**config.mk**
```make
export PLATFORM = sky130hd
export DESIGN_NAME = slot_peak_auto_gain
export DESIGN_NICKNAME = d
export VERILOG_FILES = /design/src/design/spag_pkg.sv /design/src/design/spag_out_fifo.sv /design/src/design/slot_peak_auto_gain.sv
export SDC_FILE = /design/constraint.sdc
export NUM_CORES = 2
export LEC_CHECK = 0
export ABC_AREA = 1
export BUFFER_PORTS_ARGS = -buffer_cell sky130_fd_sc_hd__buf_2
export CAP_MARGIN = 25
export CORE_UTILIZATION = 60
export CTS_BUF_LIST = sky130_fd_sc_hd__clkbuf_8
export DETAILED_ROUTE_END_ITERATION = 6
export PLACE_DENSITY = 0.84
export SLEW_MARGIN = 0
export SYNTH_ARGS = -nofsm -noshare
export SYNTH_HDL_FRONTEND = slang
export SYNTH_SLANG_ARGS = --single-unit
```
**constraint.sdc**
```tcl
create_clock -name clk -period 12.5 [get_ports clk]
set_input_delay 1.25 -clock clk [delete_from_list [all_inputs] [get_ports clk]]
set_output_delay 1.25 -clock clk [all_outputs]
set_load 0.01 [all_outputs]
```
**src/design/spag_pkg.sv**
```systemverilog
// Shared types, field widths and register indexes for the slot peak auto gain block.
package spag_pkg;

  localparam int PEAK_W = 15;
  localparam int STEP_W = 8;

  // configuration register indexes
  localparam logic [2:0] REG_ENABLED = 3'd0;
  localparam logic [2:0] REG_STEREO  = 3'd1;
  localparam logic [2:0] REG_FRAMES  = 3'd2;
  localparam logic [2:0] REG_HIGH    = 3'd3;
  localparam logic [2:0] REG_LOW     = 3'd4;
  localparam logic [2:0] REG_SILENCE = 3'd5;
  localparam logic [2:0] REG_STEP    = 3'd6;

  typedef struct packed {
    logic [PEAK_W-1:0]        slot_peak;
    logic                     recorded;
    logic signed [STEP_W-1:0] gain_step;
  } spag_result_t;

endpackage

```
**src/design/spag_out_fifo.sv**
```systemverilog
// Three-entry result FIFO that decouples the ring update from the output handshake.
module spag_out_fifo
  import spag_pkg::*;
(
  input  logic         clk,
  input  logic         rst_n,
  input  logic         push,
  input  spag_result_t push_data,
  input  logic         pop_ready,
  output logic         pop_valid,
  output spag_result_t pop_data,
  output logic [1:0]   count
);

  localparam logic [1:0] LAST_SLOT = 2'd2;
  localparam logic [1:0] FULL_CNT  = 2'd3;

  spag_result_t fifo_mem [3];
  logic [1:0]   wr_ptr_r, wr_ptr_nxt;
  logic [1:0]   rd_ptr_r, rd_ptr_nxt;
  logic [1:0]   cnt_r, cnt_nxt;
  logic         pop;
  logic         push_ok;

  assign pop       = pop_valid & pop_ready;
  assign push_ok   = push & ((cnt_r != FULL_CNT) | pop);
  assign pop_valid = (cnt_r != 2'd0);
  assign pop_data  = fifo_mem[rd_ptr_r];
  assign count     = cnt_r;

  always_comb begin
    wr_ptr_nxt = wr_ptr_r;
    rd_ptr_nxt = rd_ptr_r;
    cnt_nxt    = cnt_r;
    if (push_ok) begin
      wr_ptr_nxt = (wr_ptr_r == LAST_SLOT) ? 2'd0 : wr_ptr_r + 2'd1;
    end
    if (pop) begin
      rd_ptr_nxt = (rd_ptr_r == LAST_SLOT) ? 2'd0 : rd_ptr_r + 2'd1;
    end
    case ({push_ok, pop})
      2'b10:   cnt_nxt = cnt_r + 2'd1;
      2'b01:   cnt_nxt = cnt_r - 2'd1;
      default: cnt_nxt = cnt_r;
    endcase
  end

  always_ff @(posedge clk) begin
    if (!rst_n) begin
      wr_ptr_r <= 2'd0;
      rd_ptr_r <= 2'd0;
      cnt_r    <= 2'd0;
    end else begin
      wr_ptr_r <= wr_ptr_nxt;
      rd_ptr_r <= rd_ptr_nxt;
      cnt_r    <= cnt_nxt;
    end
  end

  always_ff @(posedge clk) begin
    if (push_ok) begin
      fifo_mem[wr_ptr_r] <= push_data;
    end
  end

endmodule

```
**src/design/slot_peak_auto_gain.sv**
```systemverilog
// A slot-closing frame's result is registered in the update stage, then written into the result FIFO, which offers it.
// Throughput: one frame per cycle while in_ready is high; a result beat may wait while new frames are taken.
// The ring lives in a one-port-read synchronous RAM; a high, low or silence level write
// starts a recount sweep over every ring entry, during which in_ready and cfg_ready are low.
// Reset (synchronous, rst_n low) empties the ring at once through per-entry valid bits
// and loads the configuration and control registers with their default values.
module slot_peak_auto_gain
  import spag_pkg::*;
#(
  parameter int SLOT_COUNT = 50
) (
  input  logic                     clk,
  input  logic                     rst_n,
  input  logic                     in_valid,
  output logic                     in_ready,
  input  logic signed [15:0]       in_left_sample,
  input  logic signed [15:0]       in_right_sample,
  input  logic                     in_buffer_end,
  output logic                     out_valid,
  input  logic                     out_ready,
  output logic [PEAK_W-1:0]        out_slot_peak,
  output logic                     out_recorded,
  output logic signed [STEP_W-1:0] out_gain_step,
  input  logic                     cfg_valid,
  output logic                     cfg_ready,
  input  logic [2:0]               cfg_index,
  input  logic [15:0]              cfg_data
);

  localparam int POS_W    = $clog2(SLOT_COUNT);
  localparam int CNT_W    = $clog2(SLOT_COUNT + 1);
  localparam int UP_HI    = SLOT_COUNT / 10;
  localparam int UP_LO    = 2 * SLOT_COUNT / 3;
  localparam int DN_HI    = SLOT_COUNT / 5;
  localparam int DN_LO    = SLOT_COUNT / 3;

  localparam logic [1:0] CLS_NONE = 2'd0;
  localparam logic [1:0] CLS_HIGH = 2'd1;
  localparam logic [1:0] CLS_LOW  = 2'd2;

  localparam logic [6:0] STEP_MAX = 7'd100;

  // configuration
  logic              enabled_r;
  logic              stereo_r;
  logic [15:0]       frames_r;
  logic [PEAK_W-1:0] high_lvl_r;
  logic [PEAK_W-1:0] low_lvl_r;
  logic [PEAK_W-1:0] silence_r;
  logic [6:0]        step_pct_r;

  // ring and counts
  logic [PEAK_W-1:0]     ring_mem [SLOT_COUNT];
  logic [PEAK_W-1:0]     rdata_r;
  logic [SLOT_COUNT-1:0] valid_r, valid_nxt;
  logic [POS_W-1:0]      pos_r, pos_nxt, pos_inc;
  logic [CNT_W-1:0]      high_cnt_r, high_cnt_nxt;
  logic [CNT_W-1:0]      low_cnt_r, low_cnt_nxt;
  logic [POS_W-1:0]      rd_addr;

  // recount sweep
  logic             sw_act_r;
  logic [POS_W-1:0] sw_idx_r;
  logic             sw_dv_r;
  logic [POS_W-1:0] sw_didx_r;
  logic             busy;

  // frame stage
  logic [PEAK_W-1:0] run_peak_r;
  logic [15:0]       frame_cnt_r;
  logic [PEAK_W-1:0] mag_l, mag_r, peak_new;
  logic [15:0]       limit;
  logic [16:0]       frame_next;
  logic              close;
  logic              in_fire;
  logic              cfg_fire;
  logic              thr_write;

  // ring update stage
  logic              b_v_r;
  logic [PEAK_W-1:0] b_peak_r;
  logic              b_rec;
  logic              b_step;
  logic [PEAK_W-1:0] old_val;
  logic [PEAK_W-1:0] sw_val;
  logic [1:0]        old_cls, new_cls, sw_cls;
  logic [CNT_W-1:0]  h_upd, l_upd;
  logic              go_up, go_down;
  logic [6:0]        step_sat;
  logic signed [STEP_W-1:0] step_val;

  spag_result_t res_push, res_pop;
  logic [1:0]   fifo_cnt;

  function automatic logic [1:0] classify(input logic [PEAK_W-1:0] v,
                                          input logic [PEAK_W-1:0] hi,
                                          input logic [PEAK_W-1:0] lo);
    logic [1:0] c;
    c = CLS_NONE;
    if (v > hi) begin
      c = CLS_HIGH;
    end else if ((v != '0) && (v < lo)) begin
      c = CLS_LOW;
    end
    return c;
  endfunction

  assign busy      = sw_act_r | sw_dv_r;
  assign cfg_ready = ~busy;
  assign cfg_fire  = cfg_valid & cfg_ready;
  assign thr_write = cfg_fire &
                     ((cfg_index == REG_HIGH) || (cfg_index == REG_LOW) ||
                      (cfg_index == REG_SILENCE));

  // room for the beat in the update stage plus this one
  assign in_ready = ~busy & (({1'b0, fifo_cnt} + {2'b00, b_v_r}) <= 3'd2);
  assign in_fire  = in_valid & in_ready;

  // one's-complement magnitude
  assign mag_l = in_left_sample[15]  ? ~in_left_sample[14:0]  : in_left_sample[14:0];
  assign mag_r = in_right_sample[15] ? ~in_right_sample[14:0] : in_right_sample[14:0];

  always_comb begin
    peak_new = run_peak_r;
    if (mag_l > peak_new) begin
      peak_new = mag_l;
    end
    if (stereo_r && (mag_r > peak_new)) begin
      peak_new = mag_r;
    end
  end

  assign limit      = (frames_r == 16'd0) ? 16'd1 : frames_r;
  assign frame_next = {1'b0, frame_cnt_r} + 17'd1;
  assign close      = in_buffer_end | (frame_next >= {1'b0, limit});

  always_ff @(posedge clk) begin
    if (!rst_n) begin
      run_peak_r  <= '0;
      frame_cnt_r <= 16'd0;
      b_v_r       <= 1'b0;
    end else begin
      b_v_r <= in_fire & close;
      if (in_fire) begin
        if (close) begin
          run_peak_r  <= '0;
          frame_cnt_r <= 16'd0;
        end else begin
          run_peak_r  <= peak_new;
          frame_cnt_r <= frame_next[15:0];
        end
      end
    end
  end

  always_ff @(posedge clk) begin
    if (in_fire) begin
      b_peak_r <= peak_new;
    end
  end

  // ring update: entry at pos_r arrives from RAM this cycle
  assign pos_inc  = (pos_r == POS_W'(SLOT_COUNT - 1)) ? '0 : pos_r + 1'b1;
  assign b_rec    = b_v_r & enabled_r & (b_peak_r >= silence_r);
  assign old_val  = valid_r[pos_r] ? rdata_r : '0;
  assign old_cls  = classify(old_val, high_lvl_r, low_lvl_r);
  assign new_cls  = classify(b_peak_r, high_lvl_r, low_lvl_r);
  assign sw_val   = valid_r[sw_didx_r] ? rdata_r : '0;
  assign sw_cls   = classify(sw_val, high_lvl_r, low_lvl_r);
  assign step_sat = (step_pct_r > STEP_MAX) ? STEP_MAX : step_pct_r;

  always_comb begin
    h_upd = high_cnt_r;
    l_upd = low_cnt_r;
    if ((old_cls == CLS_HIGH) && (h_upd != '0)) begin
      h_upd = h_upd - 1'b1;
    end else if ((old_cls == CLS_LOW) && (l_upd != '0)) begin
      l_upd = l_upd - 1'b1;
    end
    if (new_cls == CLS_HIGH) begin
      h_upd = h_upd + 1'b1;
    end else if (new_cls == CLS_LOW) begin
      l_upd = l_upd + 1'b1;
    end
  end

  assign go_up   = (h_upd <= CNT_W'(UP_HI)) && (l_upd > CNT_W'(UP_LO));
  assign go_down = ~go_up && (h_upd > CNT_W'(DN_HI)) && (l_upd < CNT_W'(DN_LO));
  assign b_step  = b_rec & (go_up | go_down);

  always_comb begin
    step_val = '0;
    if (b_rec && go_up) begin
      step_val = $signed({1'b0, step_sat});
    end else if (b_rec && go_down) begin
      step_val = STEP_W'(0) - $signed({1'b0, step_sat});
    end
  end

  always_comb begin
    valid_nxt    = valid_r;
    pos_nxt      = pos_r;
    high_cnt_nxt = high_cnt_r;
    low_cnt_nxt  = low_cnt_r;
    if (thr_write) begin
      high_cnt_nxt = '0;
      low_cnt_nxt  = '0;
    end else if (sw_dv_r) begin
      if (sw_cls == CLS_HIGH) begin
        high_cnt_nxt = high_cnt_r + 1'b1;
      end else if (sw_cls == CLS_LOW) begin
        low_cnt_nxt = low_cnt_r + 1'b1;
      end
    end else if (b_rec) begin
      if (b_step) begin
        valid_nxt    = '0;
        pos_nxt      = '0;
        high_cnt_nxt = '0;
        low_cnt_nxt  = '0;
      end else begin
        valid_nxt[pos_r] = 1'b1;
        pos_nxt          = pos_inc;
        high_cnt_nxt     = h_upd;
        low_cnt_nxt      = l_upd;
      end
    end
  end

  // after a clearing step the entry at zero reads as empty, so no need to steer on it
  assign rd_addr = sw_act_r ? sw_idx_r : (b_rec ? pos_inc : pos_r);

  always_ff @(posedge clk) begin
    if (b_rec) begin
      ring_mem[pos_r] <= b_peak_r;
    end
    rdata_r <= ring_mem[rd_addr];
  end

  always_ff @(posedge clk) begin
    if (!rst_n) begin
      valid_r    <= '0;
      pos_r      <= '0;
      high_cnt_r <= '0;
      low_cnt_r  <= '0;
      sw_act_r   <= 1'b0;
      sw_idx_r   <= '0;
      sw_dv_r    <= 1'b0;
      sw_didx_r  <= '0;
    end else begin
      valid_r    <= valid_nxt;
      pos_r      <= pos_nxt;
      high_cnt_r <= high_cnt_nxt;
      low_cnt_r  <= low_cnt_nxt;
      sw_dv_r    <= sw_act_r;
      sw_didx_r  <= sw_idx_r;
      if (thr_write) begin
        sw_act_r <= 1'b1;
        sw_idx_r <= '0;
      end else if (sw_act_r) begin
        if (sw_idx_r == POS_W'(SLOT_COUNT - 1)) begin
          sw_act_r <= 1'b0;
        end else begin
          sw_idx_r <= sw_idx_r + 1'b1;
        end
      end
    end
  end

  always_ff @(posedge clk) begin
    if (!rst_n) begin
      enabled_r  <= 1'b0;
      stereo_r   <= 1'b1;
      frames_r   <= 16'd4410;
      high_lvl_r <= 15'd29000;
      low_lvl_r  <= 15'd8000;
      silence_r  <= 15'd300;
      step_pct_r <= 7'd5;
    end else if (cfg_fire) begin
      case (cfg_index)
        REG_ENABLED: enabled_r  <= cfg_data[0];
        REG_STEREO:  stereo_r   <= cfg_data[0];
        REG_FRAMES:  frames_r   <= cfg_data;
        REG_HIGH:    high_lvl_r <= cfg_data[14:0];
        REG_LOW:     low_lvl_r  <= cfg_data[14:0];
        REG_SILENCE: silence_r  <= cfg_data[14:0];
        REG_STEP:    step_pct_r <= cfg_data[6:0];
        default: ;
      endcase
    end
  end

  assign res_push.slot_peak = b_peak_r;
  assign res_push.recorded  = b_rec;
  assign res_push.gain_step = step_val;

  spag_out_fifo u_out_fifo (
    .clk       (clk),
    .rst_n     (rst_n),
    .push      (b_v_r),
    .push_data (res_push),
    .pop_ready (out_ready),
    .pop_valid (out_valid),
    .pop_data  (res_pop),
    .count     (fifo_cnt)
  );

  assign out_slot_peak = res_pop.slot_peak;
  assign out_recorded  = res_pop.recorded;
  assign out_gain_step = res_pop.gain_step;

  a_no_beat_in_sweep: assert property (@(posedge clk) disable iff (!rst_n)
    in_fire |-> !sw_act_r && !sw_dv_r)
    else $error("input beat taken during recount sweep");

  a_counts_bounded: assert property (@(posedge clk) disable iff (!rst_n)
    ({1'b0, high_cnt_r} + {1'b0, low_cnt_r}) <= (CNT_W + 1)'(SLOT_COUNT))
    else $error("high and low counts exceed ring size");

  a_step_clears: assert property (@(posedge clk) disable iff (!rst_n)
    b_step |=> (pos_r == '0) && (valid_r == '0) && (high_cnt_r == '0) && (low_cnt_r == '0))
    else $error("gain step did not clear the ring");

  a_thr_starts_sweep: assert property (@(posedge clk) disable iff (!rst_n)
    thr_write |=> sw_act_r && (sw_idx_r == '0) && (high_cnt_r == '0))
    else $error("threshold write did not start a recount");

  a_no_fifo_overflow: assert property (@(posedge clk) disable iff (!rst_n)
    b_v_r |-> (fifo_cnt != 2'd3) || out_ready)
    else $error("result pushed into full FIFO");

endmodule

```
==> flow_summary.json <==
{
  "clockBufferDepth": 3,
  "drtIter0Drc": 4615,
  "switching_share_pct": 28.0,
  "pin_count": 84,
  "setup-violations-final": 0,
  "yosys.area.top_type": "edfxtp_1",
  "cts_inserted_buffers": 162,
  "syn_nets": 5515,
  "hold_viol_final": 0,
  "critPathCaptureType": "flip-flop",
  "ys_seq_area_share_pct": 58.6,
  "vias": 38160,
  "worstPathRequired_ns": 13.16,
  "whs_ns": 0.463,
  "cp_slowest_cell": "dfxtp_1",
  "clk_transition_reported_paths_ns": 0.06,
  "syn_avg_cell_area_um2": 9.44,
  "dp_hpwl_mm": 80.0,
  "clkLatencyLatePin_ns": 0.84,
  "htreeDepth": 4,
  "fmaxAchievable_mhz": 134,
  "path_max_fanout": 29,
  "syn_inst": 5295,
  "ys.flop_type": "edfxtp_1",
  "combPwrFrac_pct": 13.6,
  "p_seq_share_pct": 50.8,
  "layout_commonest_cell": "nand2_1",
  "synth-seq-cells": 1044,
  "leakage_nw": 22.9,
  "rsz0062_at_grt": "false",
  "io_buffers": 83,
  "slowest_delay_ns": 0.72,
  "first_pass_iters": 5,
  "synthDistinctLibCells": 60,
  "mostFrequentLayoutCells": "nand2_1, inv_1, edfxtp_1, nand3_1, a21oi_1",
  "ctsHoldBuffers": 0,
  "min_path_type": "flip-flop to flip-flop",
  "drc": 0,
  "relSlewSlack_pct": 25.9,
  "p_sw_mw": 2.23,
  "dieArea_um2": 84500,
  "period_needed_ns": 7.48,
  "tightest_slew_ns": 1.11,
  "initial_core_util_pct": 60.8,
  "synth_area_um2": 50000,
  "path_class": "flip-flop to flip-flop",
  "p_int_mw": 5.73,
  "fin_setup_tns_ns": 0,
  "cts_tree": "built",
  "clkPwrFrac_pct": 35.6,
  "drv_slew": 0,
  "skew_ns": 0.0430,
  "grt_max_degree": 227,
  "powerDensity_nw_per_um2": 145,
  "grt-ovfl-total": 0,
  "postRouteAntennaNets": 0,
  "cts_sinks": 1044,
  "syn2layout_area_growth_pct": 9.59,
  "status": "complete, no violations",
  "fp.dieW_um": 291,
  "grt_pass1_vias": 37128,
  "timing.final.crit_share_pct": 59.8,
  "core_area_um2": 82200,
  "wirelength_mm": 133,
  "cts-root-buf": "clkbuf_8",
  "cts_resized": 0,
  "arrival_ns": 8.14,
  "synth_edf_count": 837,
  "die_h_um": 291,
  "postCtsSetupBuffers": 0,
  "async_reset_ff_share_pct": 0,
  "gp_congestion": 0.941,
  "startpoint_type": "flip-flop",
  "grt_usage_pct": 31.3,
  "antenna_found_initial": 2,
  "viasPerCell": 5.79,
  "yosys_warnings": 0,
  "cpMostUsedCell": "nand2_1",
  "num_rows": 105,
  "maxCapViolCount": 0,
  "avgRoutedWirePerCell_um": 20.1,
  "yosysTopAreaCellShare_pct": 50.3,
  "drive_gt1_share_pct": 9.09,
  "peakVddDrop_mv": 0.119,
  "synth.area.top_cells": "edfxtp_1, nand2_1, dfxtp_1",
  "fin_nets": 5611,
  "grt_pass1_wl_mm": 204
}
-- cell usage after synthesis (8+ instances only) --
cell type,number
nor2_1,244
inv_1,838
a31oi_1,10
o211ai_1,129
edfxtp_1,837
nor2_2,9
ha_1,163
nor4_1,12
nand4_1,32
a21oi_1,267
dfxtp_1,207
nor2_4,44
clkbuf_1,203
o21ai_0,225
buf_6,9
nor3_1,24
nand3_1,639
buf_1,26
nand3b_1,20
xnor2_1,20
nand2_2,8
xor2_1,40
inv_2,9
nand2_1,1193
-- cells by family (layout without fill, tap and decap cells) --
| family | after synthesis | after routing | share of synthesized area, % |
|---|---|---|---|
| DFF | 1044 | 1044 | 58.6 |
| buffers and inverters | 1099 | 1326 | 8.60 |
| other | 0 | 1 | 0 |
| and+or+nand+nor | 2243 | 2243 | 19.8 |
| xor gates and xnor gates | 60 | 60 | 1.05 |
| adders and majority gates | 163 | 163 | 4.08 |
| AOI/OAI and AO/OA | 686 | 686 | 7.85 |
-- stage by stage --
| stage | setup slack, ns | util, % | area (um2) | cells | power [mW] |
|---|---|---|---|---|---|
| after floorplan | 6.97 | - | 50000 | 5295 | 4.73 |
| after global routing | 4.44 | 66.6 | 54800 | 6593 | 8.22 |
| after global placement | 5.34 | 62.6 | 51500 | 6291 | 5.13 |
| after CTS | 5.21 | 66.5 | 54700 | 6587 | 7.95 |
| after detailed placement | 5.23 | 62.6 | 51500 | 6292 | 5.17 |
| final | 5.02 | 66.6 | 54800 | 6593 | 7.96 |
-- worst max-delay path: cells and delay by family, from the launching register on --
family	cells	cell delay, ns
AO/OA/AOI/OAI	4	1.09
adder cells (fa/ha/maj)	2	0.48
buffers and inverters	4	1.30
flip-flops	1	0.72
AND/OR/NAND/NOR	23	3.62
-- layer usage --
| layer | global-route usage (%) | routed length [um] |
|---|---|---|
| met1 | 40.2 | 50600 |
| met2 | 51.8 | 63400 |
| met3 | 5.66 | 13300 |
| met4 | 14.2 | 5320 |
| met5 | 0 | 0 |
-- registers in the layout, indices dropped and copies added (netlist names), 7 cells and up, named ones only --
register / flops
high_lvl_r: 15
rdata_r: 15
silence_r: 15
u_out_fifo.fifo_mem: 72
frame_cnt_r: 16
step_pct_r: 7
run_peak_r: 15
frames_r: 16
ring_mem: 750
b_peak_r: 15
low_lvl_r: 15
valid_r: 50
-- power groups by stage --
stage                     clock (mW)  sequential, mW  combinational (mW)
after floorplan                    0            4.21               0.514
after global placement             0            4.11                1.02
after detailed placement           0            4.11                1.05
after CTS                       2.85            4.04                1.06
after global routing            3.00            4.05                1.17
final                           2.83            4.04                1.09
-- layout make-up --
| cell class | instances | area, um2 |
|---|---|---|
| fillers | 6023 | 27500 |
| diodes | 1 | 2.50 |
| well taps | 1070 | 1340 |
| clock buffers | 176 | 2420 |
| inverters | 852 | 3210 |
| flip-flops and latches | 1044 | 29300 |
| clock inverters | 119 | 771 |
| multi-input cells | 3152 | 16500 |
| repair buffers | 179 | 1240 |
-- path summary, 6_finish.rpt --
| kind | from | end | slack, ns | depth (start not counted) |
|---|---|---|---|---|
| hold / removal | sw_idx_r[2]$_SDFFE_PP0P_ | sw_didx_r[2]$_SDFF_PN0_ | 0.46 | 2 |
| setup / recovery | pos_r[0]$_SDFFE_PN0P_ | valid_r[2]$_SDFFE_PN0P_ | 5.02 | 33 |
| hold reg to reg | sw_idx_r[2]$_SDFFE_PP0P_ | sw_didx_r[2]$_SDFF_PN0_ | 0.46 | 2 |
| setup reg to reg | pos_r[0]$_SDFFE_PN0P_ | valid_r[2]$_SDFFE_PN0P_ | 5.02 | 33 |
Note: power is estimated with default switching activity, not from simulation.
